==> src/rtl/rwlm_pkg.sv <==
// ----------------------------------------------------------------------------
// rwlm_pkg: shared types and codes for the readers-writers lock manager
// Request and result payloads, opcodes, result kinds and the internal
// command passed from the front end to the back end.
// ----------------------------------------------------------------------------
package rwlm_pkg;

	// Request opcodes
	localparam logic [2:0] OP_READ    = 3'd0;
	localparam logic [2:0] OP_WRITE   = 3'd1;
	localparam logic [2:0] OP_RELEASE = 3'd2;
	localparam logic [2:0] OP_LOCK    = 3'd3;
	localparam logic [2:0] OP_CLEAR   = 3'd4;

	// Result kinds
	localparam logic [1:0] KIND_READ  = 2'd0;
	localparam logic [1:0] KIND_WRITE = 2'd1;
	localparam logic [1:0] KIND_DROP  = 2'd2;

	typedef struct packed {
		logic [2:0] op;
		logic [3:0] resource;
		logic [7:0] requester;
	} req_t;

	typedef struct packed {
		logic [1:0] kind;
		logic [7:0] grantee;
		logic [3:0] res_index;
		logic       is_locked;
		logic       last;
	} rsp_t;

	typedef enum logic [2:0] {
		CMD_READ,
		CMD_WRITE,
		CMD_RELEASE,
		CMD_LOCK,
		CMD_CLEAR,
		CMD_NOP
	} cmd_kind_t;

	typedef struct packed {
		cmd_kind_t  kind;
		logic [3:0] resource;
		logic [7:0] requester;
	} cmd_t;

endpackage

==> src/rtl/rwlm_front.sv <==
// ----------------------------------------------------------------------------
// rwlm_front: request intake and classification
// Decodes each request into a command, filters bad resources and unused
// opcodes, and holds commands in a two-entry queue for the back end.
// ----------------------------------------------------------------------------
module rwlm_front #(
	parameter int NUM_RESOURCES = 16
) (
	input  logic           clk,
	input  logic           arst_n,
	input  logic           push,
	output logic           full,
	input  rwlm_pkg::req_t req,
	output logic           cmd_valid,
	output rwlm_pkg::cmd_t cmd,
	input  logic           cmd_pop
);

	rwlm_pkg::cmd_t cmd_q [2];
	logic           wr_ptr_q;
	logic           rd_ptr_q;
	logic [1:0]     cnt_q;
	rwlm_pkg::cmd_t cls;
	logic           in_range;
	logic           do_push;
	logic           do_pop;

	// Classify the incoming request
	always_comb begin
		in_range     = 32'(req.resource) < NUM_RESOURCES;
		cls.resource = req.resource;
		cls.requester = req.requester;
		case (req.op)
			rwlm_pkg::OP_READ:    cls.kind = in_range ? rwlm_pkg::CMD_READ    : rwlm_pkg::CMD_NOP;
			rwlm_pkg::OP_WRITE:   cls.kind = in_range ? rwlm_pkg::CMD_WRITE   : rwlm_pkg::CMD_NOP;
			rwlm_pkg::OP_RELEASE: cls.kind = in_range ? rwlm_pkg::CMD_RELEASE : rwlm_pkg::CMD_NOP;
			rwlm_pkg::OP_LOCK:    cls.kind = in_range ? rwlm_pkg::CMD_LOCK    : rwlm_pkg::CMD_NOP;
			rwlm_pkg::OP_CLEAR:   cls.kind = rwlm_pkg::CMD_CLEAR;
			default:              cls.kind = rwlm_pkg::CMD_NOP;
		endcase
	end

	assign full      = cnt_q == 2'd2;
	assign cmd_valid = cnt_q != 2'd0;
	assign cmd       = cmd_q[rd_ptr_q];
	assign do_push   = push && !full;
	assign do_pop    = cmd_pop && cmd_valid;

	// Hold classified commands until the back end takes them
	always_ff @(posedge clk) begin
		if (do_push) begin
			cmd_q[wr_ptr_q] <= cls;
		end
	end

	// Advance queue pointers and fill count
	always_ff @(posedge clk or negedge arst_n) begin
		if (!arst_n) begin
			wr_ptr_q <= 1'b0;
			rd_ptr_q <= 1'b0;
			cnt_q    <= 2'd0;
		end else begin
			if (do_push) wr_ptr_q <= !wr_ptr_q;
			if (do_pop)  rd_ptr_q <= !rd_ptr_q;
			cnt_q <= cnt_q + 2'(do_push) - 2'(do_pop);
		end
	end

endmodule

==> config.mk <==
export PLATFORM = sky130hd
export DESIGN_NAME = rwlm_front
export DESIGN_NICKNAME = d
export VERILOG_FILES = /design/src/rtl/rwlm_pkg.sv /design/src/rtl/rwlm_front.sv
export SDC_FILE = /design/constraint.sdc
export NUM_CORES = 1
export LEC_CHECK = 0
export BUFFER_PORTS_ARGS = -buffer_cell sky130_fd_sc_hd__buf_4
export CORE_UTILIZATION = 26
export DETAILED_ROUTE_END_ITERATION = 12
export PLACE_DENSITY = 0.5
export SYNTH_ARGS = -nofsm -noshare
export SYNTH_HDL_FRONTEND = slang
export SYNTH_SLANG_ARGS = --single-unit
==> constraint.sdc <==
create_clock -name clk -period 3.59 [get_ports clk]
set_clock_uncertainty 0.05 [all_clocks]
set_input_delay 0.359 -clock clk [delete_from_list [all_inputs] [get_ports clk]]
set_output_delay 0.359 -clock clk [all_outputs]
set_load 0.03 [all_outputs]
-- Word-level counts from Yosys, hierarchy flattened
Memories as Yosys holds them, arrays and structs flattened.
Index checks and enable logic that the tools add are counted.
- bits in registers: 4
- bits in writable memories: 30
- output and inout port bits: 17
- word-level logic and storage cells: 21
- memories kept: 1
- memory list (memory ; words ; bits a word ; read ports ; clocked after memory_dff ; wr ports ; line ; source):
    cmd_q ; 2 ; 15 ; 1 ; 0 ; 1 ; rwlm_front.sv:19 ; rwlm_pkg::cmd_t cmd_q [2];
- $add $sub $neg: 2
- equality and inequality tests: 5
- multiplexer cells: 3
- reduce and logical (&&, ||, !) cells: 7
- operator list (cell ; number):
    3-bit one-hot mux with 5 select lines ; 1
    3-bit by 2-bit equality test with 1-bit output (second input constant) ; 2
    3-bit by 1-bit equality test with 1-bit output (second input constant) ; 1
    3-bit equality test (second input constant) ; 1
    1-bit logical NOT ; 3
    3-bit logical NOT ; 1
    2-bit by 1-bit adder with 2-bit output ; 1
    2-bit equality test (second input constant) ; 1
    1-bit logical AND ; 2
    1-bit 2-to-1 mux ; 2
    2-bit nonzero test ; 1
    2-bit by 1-bit subtractor with 2-bit output ; 1

-- Logic depth before layout (Yosys ltp)
Gate-level depths: netlist of the first run.
- depth in word-level cells: 5
- mapped depth: 7
- gate-level depth less buffers: 7

-- Worst setup path after synthesis of the first run
Ideal clock, no wire load.
- path type: register -> register
- start point: reg cnt_q[1]
- end point: reg cnt_q[1]
- setup time: 0.123 ns
- arrival: 1.651 ns
- required time: 3.417 ns
- path slack: 1.766 ns
- stages on the path, launching flop included: 8
- path buffers: 0
- cells stage by stage: dfrtp_1 or2_1 and2_4 ha_1 inv_1 ha_1 xnor2_1 xnor2_1
- RTL lines (item ; line ; source):
    from (decl) ; rwlm_front.sv:22 ; logic [1:0] cnt_q;
    from (signal assigned) ; rwlm_front.sv:65 ; cnt_q <= cnt_q + 2'(do_push) - 2'(do_pop);
    2-bit nonzero test ; rwlm_front.sv:44 ; assign cmd_valid = cnt_q != 2'd0;
    via cmd_valid ; rwlm_front.sv:14 ; output logic cmd_valid,
    1-bit logical AND ; rwlm_front.sv:47 ; assign do_pop = cmd_pop && cmd_valid;
    via do_pop ; rwlm_front.sv:26 ; logic do_pop;
    2-bit by 1-bit subtractor with 2-bit output ; rwlm_front.sv:65 ;
The timed path passes the listed nets, and every way through them passes these cells.
A chain may end at the register's enable or synchronous reset.

==> flow_metrics.env, run 1 <==
export IMPL_cts_hold_buf=1
export IMPL_synthAdderAreaFrac_pct=1.859
export IMPL_critical_path_cell_chain="mux2_1 > buf_4"
export IMPL_slowest_delay_ns=0.89
export IMPL_die_y_um=73.96
export IMPL_cp_top_family="flip-flops"
export IMPL_p_sw_uw=514.9
export IMPL_power_density_mw_per_mm2=838.9
export IMPL_synth_cell_types=18
export IMPL_setup_tns_final_ns=0
export IMPL_seqCellArea_sq_mm=0.001001
export IMPL_cts_buffers=5
export IMPL_drt_initial_drc_count=26
export IMPL_cts_sinks=34
export IMPL_ys_warn_count=0
export IMPL_clk_pin_slew_ns=0.07
export IMPL_fin_crit_sh_pct=59.78
export IMPL_root_buffer="clkbuf_8"
export IMPL_vias=686
export IMPL_final_cell_mix="36 x buf_4, 30 x edfxtp_1, 9 x mux2_4"
export IMPL_dp_cells=168
export IMPL_io_pins=36
export IMPL_cp_start_kind="flip-flop"
export IMPL_core_area_sq_mm=0.004848
export IMPL_holdCritPathClass="primary input to flip-flop"
export IMPL_grt_use_met2_pct=13.84
export IMPL_end_kind="primary output"
export IMPL_critPathSlowestCell="dfrtp_1"
export IMPL_busiest_layer="met2"
export IMPL_start_util_pct=27.77
export IMPL_tightest_slew_ns=0.8409
export IMPL_viasPerCell=3.876
export IMPL_min_period_ns=2.146
export IMPL_syn_nets=89
export IMPL_grt_overflow=0
export IMPL_synth_simple_area_share_pct=3.067
export IMPL_pre_cts_ws_ns=1.712
export IMPL_drt_total_wl_um=2250
export IMPL_drv_slew=0
export IMPL_htreeDepth=2
export IMPL_grt_pass1_vias=721
export IMPL_fin_area_sq_mm=0.001775
export IMPL_antennaDiodeCount=0
export IMPL_ys_seq_area_share_pct=74.35
export IMPL_multiInputGateArea_sq_um=311.5
export IMPL_fin_cells=177
export IMPL_cts_resized=0
export IMPL_area_growth_pct=31.88
export IMPL_max_slew_margin_pct=43.94
export IMPL_intPower_uw=974.4
export IMPL_synth_top_cell_area_share_pct=66.91
export IMPL_outcome="finished clean"
export IMPL_layout_setup_ws_ns=1.444
export IMPL_hold_viol=0
export IMPL_drc=0
export IMPL_die_w_um=73.96
export IMPL_fillers=480
export IMPL_synthMuxAreaShare_pct=15.06
export IMPL_path_buf_inv=1
export IMPL_synth_seq_cells=34
export IMPL_pwr_share_comb_pct=39.6
export IMPL_globalplace_congestion=0.6203
export IMPL_grt_max_degree=17
export IMPL_drive_above_1_share_pct=48.18
export IMPL_synth_compound_area_share_pct=0.5576
export IMPL_use_met1_pct=9.756
export IMPL_crit_type="flip-flop to primary output"
export IMPL_synth_area_leaders="edfxtp_1 67%, mux2_4 10%, dfrtp_1 7.4%, mux2_1 5.0%, xnor2_1 2.0%"
export IMPL_grt_first_pass_wirelength_um=3346
export IMPL_crit_fanout=16
export IMPL_ir_drop_uv=379.0
export IMPL_nets=130
export IMPL_place_area_sq_mm=0.001674
export IMPL_max_cap_violations=0
export IMPL_syn_area_sq_mm=0.001346
export IMPL_p_seq_share_pct=41.7
export IMPL_die_area_sq_mm=0.005470
export IMPL_synth_area_per_cell_sq_um=19.80
export IMPL_cp_arrival_ns=1.74
export IMPL_rows=25
export IMPL_switching_share_pct=34.57
export IMPL_ant_nets=0
export IMPL_yosys_area_top_type="edfxtp_1"
export IMPL_antenna_found_initial=0
export IMPL_synth_xor_area_share_pct=2.602
export IMPL_grt_use_met3_pct=3.523
export IMPL_clk_latency_ns=0.28
export IMPL_clockPowerShare_pct=18.7
export IMPL_grt_usage_pct=8.922
export IMPL_wl_per_cell_um=12.71
export IMPL_clock_fmax_ghz=0.4660
export IMPL_setup_viol=0
export IMPL_cts_tree="done"
export IMPL_total_power_uw=1489
export IMPL_cp_required_ns=3.18
export IMPL_p_leak_uw=0.0007159
export IMPL_portBuffers=35
export IMPL_rsz0062_at_grt="false"
export IMPL_drt_pass1_iter_count=2
export IMPL_cts_setup_buffers=0
export IMPL_syn_inst=68
export IMPL_clk_path_buf_depth=2
export IMPL_final_common_cell="buf_4"
export IMPL_synth_top_family_by_area="multiplexers"
export IMPL_dp_hpwl_um=1589
## state kept, by name, summed over array words and instances (netlist names)
name      flops
cnt_q         2
rd_ptr_q      1
wr_ptr_q      1
cmd_q        30
## per-layer routing
layer	wire length [um]	up-vias
met5	0	-
met4	62	0
met3	172	7
met2	1078	29
met1	937	320
li1	-	330
## logic make-up (layout without fill, tap and decap cells)
group / count (synthesis) / after routing
AOI/OAI and AO/OA: 1 / 1
muxes: 15 / 15
adders and majority gates: 2 / 2
buffers and inverters: 5 / 47
DFF: 34 / 34
xor gates and xnor gates: 4 / 4
and+or+nand+nor: 7 / 7
## final cells by class
class / count / area share, %
Clock buffer: 7 / 4.863
Clock inverter: 1 / 0.2819
Inverter: 2 / 0.4228
Multi-Input combinational cell: 29 / 17.55
Sequential cell: 34 / 56.38
Tap cell: 67 / 4.722
Timing Repair Buffer: 37 / 15.79
## Yosys cell counts
cell type	count
inv_1	2
clkbuf_1	1
dfrtp_1	4
nand2_1	1
a21o_1	1
xnor2_1	3
buf_6	2
and2_4	1
nand2b_1	1
nor2b_1	1
xor2_1	1
or2_1	1
ha_1	2
edfxtp_1	30
mux2_4	9
nor2_1	1
mux2_1	6
and3_1	1
## power groups by stage
stage	logic, uW	clock network [uW]	registers [uW]
2_1_floorplan	464	0	580
3_3_place_gp	595	0	628
3_5_place_dp	600	0	633
4_1_cts	603	292	626
5_1_grt	630	303	635
6_report	590	279	621
## per-stage QoR
step / hold WS [ns] / utilization [%]
2_1_floorplan: 0.01341 / -
3_3_place_gp: 0.1096 / 34.53
3_5_place_dp: 0.1108 / 34.53
4_1_cts: 0.2021 / 36.62
5_1_grt: 0.2024 / 36.62
6_report: 0.2095 / 36.62
## final timing paths
path / slack (ns) / depth (start not counted) / to / from
worst max register to register: 1.87 / 7 / cnt_q[1] / cnt_q[1]
max in group asynchronous: 3.03 / 2 / cnt_q[0] / arst_n
min in group asynchronous: 0.36 / 2 / wr_ptr_q / arst_n
worst min-delay path: 0.21 / 1 / cmd_q[1][10] / req[10]
worst min register to register: 0.44 / 1 / wr_ptr_q / wr_ptr_q
worst max-delay path: 1.44 / 2 / cmd[14] / rd_ptr_q
No activity file was read; power rests on OpenSTA's default activity.
==> run 2: changes to the inputs <==
--- a/config.mk
+++ b/config.mk
@@ -8,7 +8,7 @@
 export BUFFER_PORTS_ARGS = -buffer_cell sky130_fd_sc_hd__buf_4
 export CORE_UTILIZATION = 26
 export DETAILED_ROUTE_END_ITERATION = 12
-export PLACE_DENSITY = 0.5
+export PLACE_DENSITY = 0.52
 export SYNTH_ARGS = -nofsm -noshare
 export SYNTH_HDL_FRONTEND = slang
 export SYNTH_SLANG_ARGS = --single-unit
==> constraint.sdc (replaced) <==
create_clock -name clk -period 1.8 [get_ports clk]
set_clock_uncertainty 0.05 [all_clocks]
set_input_delay 0.18 -clock clk [delete_from_list [all_inputs] [get_ports clk]]
set_output_delay 0.18 -clock clk [all_outputs]
set_load 0.03 [all_outputs]
==> flow_metrics.env, run 2 (synthesized netlist as in run 1, its figures left out) <==
export IMPL_holdCritPathClass="primary input to flip-flop"
export IMPL_die_area_sq_mm=0.005470
export IMPL_rsz0062_at_grt="false"
export IMPL_path_buf_inv=1
export IMPL_drt_pass1_iter_count=2
export IMPL_core_area_sq_mm=0.004848
export IMPL_power_density_mw_per_mm2=1679
export IMPL_htreeDepth=2
export IMPL_fillers=468
export IMPL_p_leak_uw=0.0007295
export IMPL_ir_drop_uv=805.9
export IMPL_grt_pass1_vias=754
export IMPL_tightest_slew_ns=0.2142
export IMPL_clk_pin_slew_ns=0.07
export IMPL_outcome="finished clean"
export IMPL_total_power_uw=3032
export IMPL_min_path_cells=1
export IMPL_cts_sinks=34
export IMPL_hold_viol=0
export IMPL_cp_top_family="adder cells"
export IMPL_area_growth_pct=34.11
export IMPL_r2r_slack_ns=0.06
export IMPL_min_period_ns=1.735
export IMPL_clk_latency_ns=0.28
export IMPL_end_kind="flip-flop"
export IMPL_antennaDiodeCount=0
export IMPL_die_w_um=73.96
export IMPL_grt_overflow=0
export IMPL_setup_tns_final_ns=0
export IMPL_portBuffers=35
export IMPL_largest_register_ffs=30
export IMPL_reg2reg_depth=7
export IMPL_die_y_um=73.96
export IMPL_nets=133
export IMPL_cts_buffers=5
export IMPL_seqCellArea_sq_mm=0.001001
export IMPL_clock_fmax_ghz=0.5763
export IMPL_pre_cts_ws_ns=0.05442
export IMPL_antenna_found_initial=0
export IMPL_rows=25
export IMPL_grt_max_degree=16
export IMPL_cp_arrival_ns=1.89
export IMPL_drv_slew=0
export IMPL_drt_initial_drc_count=25
export IMPL_critical_path_most_common_cell="xnor2_1"
export IMPL_crit_fanout=3
export IMPL_grt_first_pass_wirelength_um=3477
export IMPL_globalplace_congestion=0.5848
export IMPL_final_cell_mix="38 x buf_4, 30 x edfxtp_1, 9 x mux2_4"
export IMPL_largest_register="cmd_q"
export IMPL_io_pins=36
export IMPL_cp_start_kind="flip-flop"
export IMPL_fin_crit_sh_pct=96.39
export IMPL_hold_worst_slack_ns=0.03296
export IMPL_ant_nets=0
export IMPL_setup_viol=0
export IMPL_start_util_pct=27.77
export IMPL_clk_path_buf_depth=2
export IMPL_r2r_start="cnt_q[0]"
export IMPL_multiInputGateArea_sq_um=316.6
export IMPL_viasPerCell=3.950
export IMPL_cp_required_ns=1.95
export IMPL_cts_tree="done"
export IMPL_final_common_cell="buf_4"
export IMPL_critPathSlowestCell="dfrtp_1"
export IMPL_crit_type="flip-flop to flip-flop"
export IMPL_grt_usage_pct=9.278
export IMPL_max_cap_violations=0
export IMPL_r2r_end="cnt_q[1]"
export IMPL_drt_total_wl_um=2266
export IMPL_root_buffer="clkbuf_8"
export IMPL_drc=0
export IMPL_critical_path_cell_chain="or2_4 > and2_4 > ha_1 > inv_1 > ha_2 > xnor2_1 > xnor2_1"
export IMPL_layout_setup_ws_ns=0.06490
export IMPL_vias=711
export IMPL_max_slew_margin_pct=85.72
export IMPL_min_from="req[9]"
export IMPL_reg_top3="cmd_q x30, cnt_q x2"
export IMPL_wl_per_cell_um=12.59
export IMPL_min_to="cmd_q[0][9]"
export IMPL_slowest_delay_ns=0.40
export IMPL_drive_above_1_share_pct=50.44
[run 2: cell count changes in the layout (fill, tap and decap cells not counted), sizes merged]
| cell | delta |
|---|---|
| clkbuf | -1 |
| buf | +3 |
| clkinv | +1 |
[run 2: power breakdown]
| part | internal, uW | total, uW | switching, uW |
|---|---|---|---|
| logic | 616 | 1340 | 727 |
| registers | 1090 | 1170 | 76.0 |
| clock network | 265 | 520 | 255 |
[run 2: worst max path at each step]
stage                         from  endpoint  slack (ns)  cells after the start
after floorplan           cnt_q[1]  cnt_q[1]        0.07                      7
after global placement    cnt_q[1]  cnt_q[1]        0.12                      7
after detailed placement  cnt_q[1]  cnt_q[1]        0.05                      7
after CTS                 cnt_q[1]  cnt_q[1]        0.04                      7
after global routing      cnt_q[0]  cnt_q[1]        0.02                      7
final                     cnt_q[0]  cnt_q[1]        0.06                      7
[run 2: stage by stage]
stage / instances / instance area (sq um) / utilization [%]
finish: 180 / 1805 / 37.24
global placement: 170 / 1704 / 35.15
global route: 180 / 1805 / 37.24
detailed placement: 170 / 1704 / 35.15
CTS: 179 / 1795 / 37.03
floorplan: 68 / 1349 / -
[run 2: final cells by class]
| type | instances | area share, % |
|---|---|---|
| repair buffers | 40 | 17.46 |
| flip-flops and latches | 34 | 55.44 |
| clock buffers | 6 | 4.019 |
| well taps | 67 | 4.643 |
| inverters | 2 | 0.4158 |
| clock inverters | 2 | 0.4851 |
| multi-input cells | 29 | 17.53 |
[run 2: metal layers]
layer | wire length [um] | vias up | GRT usage, %
met3 | 204 | 5 | 5.149
li1 | - | 336 | -
met1 | 887 | 341 | 9.345
met5 | 0 | - | 0
met2 | 1137 | 29 | 15.86
met4 | 37 | 0 | 3.846
[run 2: timing repair]
| item | in CTS | in global routing |
|---|---|---|
| setup endpoints to repair | 0 | 1 |
| hold buffers | 1 | 0 |
| setup buffers | 0 | 1 |
| hold endpoints to repair | 4 | 0 |
| resized for setup | 0 | 1 |
